File: src/rtl/route_longest_prefix_match_defines.svh
// ----------------------------------------------------------------------------
// route_longest_prefix_match_defines
// Assertion helpers for the route table block.
// ----------------------------------------------------------------------------
`ifndef ROUTE_LONGEST_PREFIX_MATCH_DEFINES_SVH
`define ROUTE_LONGEST_PREFIX_MATCH_DEFINES_SVH

// Plain property, sampled on clk_i, off during reset.
`define RLPM_ASSERT(lbl, prop, msg) \
  lbl: assert property (@(posedge clk_i) disable iff (!rst_ni) (prop)) else $error(msg);

// Implication: when ante holds, cons must hold in the same cycle.
`define RLPM_ASSERT_IMP(lbl, ante, cons, msg) \
  `RLPM_ASSERT(lbl, (ante) |-> (cons), msg)

// Implication: when ante holds, cons must hold in the next cycle.
`define RLPM_ASSERT_NXT(lbl, ante, cons, msg) \
  `RLPM_ASSERT(lbl, (ante) |=> (cons), msg)

`endif

File: src/rtl/rlpm_pkg.sv
// ----------------------------------------------------------------------------
// rlpm_pkg
// Shared types and constants of the longest-prefix-match route table.
// ----------------------------------------------------------------------------
package rlpm_pkg;

  localparam int unsigned TableEntriesDef = 16;
  localparam int unsigned PortCountDef    = 16;

  localparam int unsigned ADDR_W  = 32;
  localparam int unsigned PORT_W  = 4;
  localparam int unsigned INDEX_W = 4;

  typedef enum logic [0:0] {
    OP_WRITE  = 1'b0,
    OP_LOOKUP = 1'b1
  } op_e;

  // Entry write broadcast to every cell.
  typedef struct packed {
    logic               en;
    logic [INDEX_W-1:0] index;
    logic [ADDR_W-1:0]  addr;
    logic [ADDR_W-1:0]  mask;
    logic [PORT_W-1:0]  port;
    logic               valid;
  } wr_t;

  // Lookup token walking the cell chain, carrying the best match so far.
  typedef struct packed {
    logic              valid;
    logic              hit;
    logic              exact;
    logic [ADDR_W-1:0] mask;
    logic [PORT_W-1:0] port;
    logic [ADDR_W-1:0] dest;
  } token_t;

endpackage

File: src/rtl/route_longest_prefix_match.sv
// A write beat is stored at its accept edge and gives no result, and is accepted whenever
// no lookup is in flight. A lookup walks one cell per cycle while the output does not
// stall, then enters the output register. The cell chain carries one token, so no beat
// is accepted until that token leaves the chain tail. Output stalls hold it at the tail.
// Reset (async, active low) clears all entry valid bits, tokens and the output beat.
// ----------------------------------------------------------------------------
// route_longest_prefix_match
// Route table as a chain of entry cells: exact match first, else longest mask.
// ----------------------------------------------------------------------------
`include "route_longest_prefix_match_defines.svh"

module route_longest_prefix_match #(
  parameter int unsigned TABLE_ENTRIES = rlpm_pkg::TableEntriesDef,
  parameter int unsigned PORT_COUNT    = rlpm_pkg::PortCountDef
) (
  input  logic         clk_i,
  input  logic         rst_ni,
  input  logic         s_axis_tvalid,
  output logic         s_axis_tready,
  // [3:0] entry_index, [35:4] entry_address, [67:36] entry_mask,
  // [71:68] entry_port, [72] entry_valid, [104:73] lookup_address, rest zero
  input  logic [111:0] s_axis_tdata,
  // [0] operation
  input  logic [0:0]   s_axis_tuser,
  output logic         m_axis_tvalid,
  input  logic         m_axis_tready,
  // [0] found, [4:1] out_port, [5] exact_hit, rest zero
  output logic [7:0]   m_axis_tdata
);

  // Input beat fields
  rlpm_pkg::op_e               op;
  logic [rlpm_pkg::INDEX_W-1:0] in_index;
  logic [rlpm_pkg::ADDR_W-1:0]  in_addr;
  logic [rlpm_pkg::ADDR_W-1:0]  in_mask;
  logic [rlpm_pkg::PORT_W-1:0]  in_port;
  logic                         in_valid;
  logic [rlpm_pkg::ADDR_W-1:0]  in_dest;

  assign op       = rlpm_pkg::op_e'(s_axis_tuser);
  assign in_index = s_axis_tdata[3:0];
  assign in_addr  = s_axis_tdata[35:4];
  assign in_mask  = s_axis_tdata[67:36];
  assign in_port  = s_axis_tdata[71:68];
  assign in_valid = s_axis_tdata[72];
  assign in_dest  = s_axis_tdata[104:73];

  logic in_acc;
  logic busy_q;
  logic en;

  // Only one lookup is in flight; writes land only while the chain is empty.
  assign s_axis_tready = !busy_q;
  assign in_acc        = s_axis_tvalid && s_axis_tready;

  // Write broadcast, port clamped to the last valid port number.
  rlpm_pkg::wr_t wr;
  always_comb begin
    wr.en    = in_acc && (op == rlpm_pkg::OP_WRITE);
    wr.index = in_index;
    wr.addr  = in_addr;
    wr.mask  = in_mask;
    wr.valid = in_valid;
    if (32'(in_port) >= PORT_COUNT) begin
      wr.port = rlpm_pkg::PORT_W'(PORT_COUNT - 1);
    end else begin
      wr.port = in_port;
    end
  end

  // Token chain: tok[0] is the injected lookup, tok[g+1] the output of cell g.
  rlpm_pkg::token_t         tok [TABLE_ENTRIES+1];
  logic [TABLE_ENTRIES-1:0] chain_vld;

  assign tok[0] = '{
    valid: in_acc && (op == rlpm_pkg::OP_LOOKUP),
    hit:   1'b0,
    exact: 1'b0,
    mask:  '0,
    port:  '0,
    dest:  in_dest
  };

  for (genvar g = 0; g < TABLE_ENTRIES; g++) begin : g_cell
    rlpm_cell #(
      .IDX (g)
    ) u_cell (
      .clk_i  (clk_i),
      .rst_ni (rst_ni),
      .en_i   (en),
      .wr_i   (wr),
      .tok_i  (tok[g]),
      .tok_o  (tok[g+1])
    );
    assign chain_vld[g] = tok[g+1].valid;
  end

  rlpm_pkg::token_t tail;
  assign tail = tok[TABLE_ENTRIES];

  // Freeze the chain only when the tail beat cannot move into the output.
  assign en = !(tail.valid && m_axis_tvalid && !m_axis_tready);

  always_ff @(posedge clk_i or negedge rst_ni) begin
    if (!rst_ni) begin
      busy_q <= 1'b0;
    end else if (tok[0].valid) begin
      busy_q <= 1'b1;
    end else if (tail.valid && en) begin
      busy_q <= 1'b0;
    end
  end

  // Output register
  logic       m_valid_q;
  logic [7:0] m_data_q;

  always_ff @(posedge clk_i or negedge rst_ni) begin
    if (!rst_ni) begin
      m_valid_q <= 1'b0;
    end else if (tail.valid && en) begin
      m_valid_q <= 1'b1;
    end else if (m_axis_tready) begin
      m_valid_q <= 1'b0;
    end
  end

  always_ff @(posedge clk_i) begin
    if (tail.valid && en) begin
      m_data_q <= {2'b00, tail.exact, tail.port, tail.hit};
    end
  end

  assign m_axis_tvalid = m_valid_q;
  assign m_axis_tdata  = m_data_q;

  // Assertions
  `RLPM_ASSERT_IMP(a_idle_chain_empty, !busy_q, chain_vld == '0,
                   "token in chain while idle")
  `RLPM_ASSERT(a_one_token, $countones(chain_vld) <= 1,
               "more than one lookup in the chain")
  `RLPM_ASSERT_NXT(a_tail_delivered, tail.valid && en, m_axis_tvalid,
                   "tail token not moved into output")
  `RLPM_ASSERT_IMP(a_exact_found, m_axis_tvalid && m_axis_tdata[5], m_axis_tdata[0],
                   "exact hit without found")

endmodule

File: src/rtl/rlpm_cell.sv
// ----------------------------------------------------------------------------
// rlpm_cell
// One route entry plus a token stage: updates the running best match.
// ----------------------------------------------------------------------------
module rlpm_cell #(
  parameter int unsigned IDX = 0
) (
  input  logic            clk_i,
  input  logic            rst_ni,
  input  logic            en_i,
  input  rlpm_pkg::wr_t    wr_i,
  input  rlpm_pkg::token_t tok_i,
  output rlpm_pkg::token_t tok_o
);

  logic                        valid_q;
  logic [rlpm_pkg::ADDR_W-1:0] addr_q;
  logic [rlpm_pkg::ADDR_W-1:0] mask_q;
  logic [rlpm_pkg::PORT_W-1:0] port_q;
  logic                        wr_hit;
  logic                        match_exact;
  logic                        match_pfx;
  rlpm_pkg::token_t            tok_d;
  rlpm_pkg::token_t            tok_q;

  assign wr_hit = wr_i.en && (32'(wr_i.index) == IDX);

  always_ff @(posedge clk_i or negedge rst_ni) begin
    if (!rst_ni) begin
      valid_q <= 1'b0;
    end else if (wr_hit) begin
      valid_q <= wr_i.valid;
    end
  end

  always_ff @(posedge clk_i) begin
    if (wr_hit) begin
      addr_q <= wr_i.addr;
      mask_q <= wr_i.mask;
      port_q <= wr_i.port;
    end
  end

  assign match_exact = valid_q && (addr_q == tok_i.dest);
  assign match_pfx   = valid_q && ((tok_i.dest & mask_q) == (addr_q & mask_q));

  // An exact hit anywhere overrides any prefix result; once exact, freeze.
  always_comb begin
    tok_d = tok_i;
    if (!tok_i.exact) begin
      if (match_exact) begin
        tok_d.hit   = 1'b1;
        tok_d.exact = 1'b1;
        tok_d.port  = port_q;
      end else if (match_pfx && (!tok_i.hit || (mask_q > tok_i.mask))) begin
        tok_d.hit  = 1'b1;
        tok_d.mask = mask_q;
        tok_d.port = port_q;
      end
    end
  end

  always_ff @(posedge clk_i or negedge rst_ni) begin
    if (!rst_ni) begin
      tok_q <= '0;
    end else if (en_i) begin
      tok_q <= tok_d;
    end
  end

  assign tok_o = tok_q;

endmodule

File: config.mk
export PLATFORM = sky130hd
export DESIGN_NAME = route_longest_prefix_match
export DESIGN_NICKNAME = d
export VERILOG_FILES = /design/src/rtl/rlpm_pkg.sv /design/src/rtl/route_longest_prefix_match.sv /design/src/rtl/rlpm_cell.sv
export VERILOG_INCLUDE_DIRS = /design/src /design/src/rtl
export SDC_FILE = /design/constraint.sdc
export NUM_CORES = 2
export LEC_CHECK = 0
export BUFFER_PORTS_ARGS = -buffer_cell sky130_fd_sc_hd__buf_2
export CAP_MARGIN = 20
export CORE_UTILIZATION = 45
export DETAILED_ROUTE_END_ITERATION = 6
export HOLD_SLACK_MARGIN = 0.05
export PLACE_DENSITY = 0.67
export SYNTH_ARGS = -nofsm -noshare
export SYNTH_HDL_FRONTEND = slang
export SYNTH_SLANG_ARGS = --single-unit
File: constraint.sdc
create_clock -name clk_i -period 8.8 [get_ports clk_i]
set_input_delay 1.76 -clock clk_i [delete_from_list [all_inputs] [get_ports clk_i]]
set_output_delay 1.76 -clock clk_i [all_outputs]
set_load 0.01 [all_outputs]
==> out/metrics.yaml <==
ios: 127
yosysTopAreaCell: "edfxtp_1"
ir_drop_v: 0.0001771
critPathRequiredTime_ns: 9.48
grt_pass1_vias: 67853
synth_warnings: 0
core_area_sq_um: 220400
synth_seq_cells: 2184
crit_family: "simple AND/OR/NAND/NOR gates"
worstPathArrival_ns: 4.82
rsz0062_at_grt: "false"
grt_busiest_layer: "met2"
slew_violations: 0
finalCritPeriodShare_pct: 47.09
synthArstFlopShare_pct: 49.91
clockRootBuffer: "clkbuf_16"
ys.flop_type: "edfxtp_1"
grt_usage_pct: 31.50
drtAntennaViolNets: 0
gp_congestion: 0.9504
holdBufCountCts: 0
cp-start-kind: "flop"
portBuffers: 117
p_leak_nw: 45.02
synth_cell_type_count: 69
fin_setup_tns_ns: 0
dp_hpwl_mm: 251.1
fp-row-count: 172
wirelength_mm: 354.9
hold_violations: 0
synth_commonest_cells: "1966 x nand2_1, 1094 x edfxtp_1, 1090 x dfrtp_1"
start_util_pct: 45.42
cts_resized: 0
critPathCaptureType: "flop"
antenna_found_initial: 43
chipWidth_um: 473.6
cp_max_fo: 17
synth_top_area_share_pct: 32.82
cp.buffers_inverters: 1
synth-edff-count: 1094
grt_pass1_wl_mm: 497.7
cap_violations: 0
clock_latency_ns: 0.89
clkTransAtPathRegs_ns: 0.06
numCtsBuffers: 230
grt_max_degree: 224
crit_chain: "xor2_1, a22o_1, a221oi_1, nand3_1, or4_4, nor3b_4, buf_4, mux2i_1, a21oi_1"
hp-class: "reg2reg"
fmax_mhz: 241.3
drtPass1Iterations: 6
cts.sinks: 2184
fillers: 19523
p_per_area_nw_per_um2: 196.3
grt_use_met3_pct: 5.958
cts.path.max_buffers: 3
p_total_mw: 21.94
vias_per_cell: 5.778
num_vias: 70279
setup_viol: 0
drive_gt1_share_pct: 7.155
syn_inst: 8818
globalRouteMet2Util_pct: 51.11
critPathKind: "reg2reg"
htree_num_levels: 4
synthesis.area_sq_um: 100100
slew-limit-headroom_pct: 15.40
cpMaxStageDelayCell: "nor3b_4"
status: "complete, no violations"
wire_per_inst_um: 29.17
yosysSeqAreaShare_pct: 60.07
post-synth-top-count-cell: "nand2_1"
period_minus_slack_ns: 4.144
finClkSkew_ns: 0.06441
remaining_drc_errors: 0
post_cts_buffers: 0
cts_tree: "done"
drt-initial-drc-count: 8446
die_h_um: 473.6
worst_pin_slew_ns: 1.269
nNetsFinal: 9558
synthTopCellsByArea: "edfxtp_1 33%, dfrtp_1 27%, nand2_1 7.4%"
syn2layout_area_growth_pct: 11.65
grt-ovfl-total: 0
crit_path_max_incr_delay_ns: 0.90
synth_area_per_cell_sq_um: 11.35
use_met1_pct: 41.77
dieArea_sq_um: 224300
[placed cells by master, fill, tap and decap left out, types with 83 or more instances in the layout]
master	synthesis	routed
nand4_1	226	226
edfxtp_1	1094	1094
xor2_1	510	510
nor2_1	414	401
nand2_1	1966	1966
a22oi_1	94	94
clkbuf_16	0	236
a21o_1	83	83
inv_1	532	532
o21ai_0	142	142
dfrtp_1	1090	1090
o21ai_1	94	94
nor4_1	180	180
a21oi_1	513	513
ha_1	480	480
buf_2	9	117
mux2i_1	485	485
nand3_1	155	155
[flip-flops by register name (all words and copies together), names as in the netlist]
name                   flops
g_cell.u_cell.tok_o     1072
g_cell.u_cell.mask_q     512
busy_q                     1
g_cell.u_cell.valid_q     16
g_cell.u_cell.addr_q     512
m_axis_tvalid              1
m_axis_tdata               6
g_cell.u_cell.port_q      64
[worst reg2reg max path, stage by stage, from the launching register on]
cell and delay, ns:
dfrtp_1 0.43, xor2_1 0.25, a22o_1 0.27, a221oi_1 0.27, nand3_1 0.13, or4_4 0.60
nor3b_4 0.90, buf_4 0.46, mux2i_1 0.52, a21oi_1 0.14
[report_power, final]
group | internal (mW) | switching [mW] | leakage, nW | total (mW)
clock network | 5.74 | 4.27 | 3.80 | 10.0
logic | 0.178 | 0.701 | 17.4 | 0.879
registers | 10.9 | 0.181 | 23.9 | 11.1
total | 16.8 | 5.15 | 45.0 | 21.9
[layer usage]
metal	share of wire [%]	routed length (um)
met1	40	143600
met2	48	169200
met3	8.0	28500
met4	3.8	13520
met5	0.0042	15
[final timing paths]
kind	startpoint	endpoint	slack, ns	depth (start not counted)
max	g_cell[7].u_cell.tok_o[11]	g_cell[8].u_cell.tok_o[50]	4.66	9
min	g_cell[15].u_cell.tok_o[35]	m_axis_tdata[4]	0.45	0
max reg2reg	g_cell[7].u_cell.tok_o[11]	g_cell[8].u_cell.tok_o[50]	4.66	9
min reg2reg	g_cell[15].u_cell.tok_o[35]	m_axis_tdata[4]	0.45	0
max in group asynchronous	rst_ni	g_cell[7].u_cell.tok_o[14]	5.91	3
min in group asynchronous	rst_ni	g_cell[8].u_cell.tok_o[67]	0.88	1
[metrics by stage]
| stage | hold slack (ns) | cell area, sq um | cells | worst slack, ns | utilization [%] |
|---|---|---|---|---|---|
| after floorplan | 0.4248 | 100100 | 8819 | 1.217 | - |
| after global placement | 0.4355 | 103800 | 11681 | 4.319 | 47.09 |
| after detailed placement | 0.4367 | 103800 | 11683 | 4.263 | 47.10 |
| after CTS | 0.4555 | 111600 | 12123 | 4.620 | 50.64 |
| after global routing | 0.4705 | 111700 | 12129 | 4.394 | 50.67 |
| final | 0.4548 | 111800 | 12164 | 4.656 | 50.71 |
[layout make-up]
type	instances	area, sq um	share of cell area (%)
Tap cell	2958	3701	3.312
Clock inverter	95	1130	1.011
Timing Repair Buffer	204	1411	1.263
Multi-Input combinational cell	5809	36610	32.76
Clock buffer	345	6684	5.981
Antenna cell	37	92.59	0.08285
Sequential cell	2184	60130	53.80
Inverter	532	1997	1.787
[kinds of logic (layout without fill, tap and decap cells)]
family	Yosys count	after routing	share of synthesized area, %
simple gates	3136	3136	13.54
flops	2184	2184	60.07
compound gates	1173	1173	7.250
buf+inv	826	1176	3.566
xor+xnor	512	512	4.480
mux	506	506	5.086
fa+ha+maj	480	480	6.000
other cells	1	39	0.003746
Note: power is estimated with default switching activity, not from simulation.
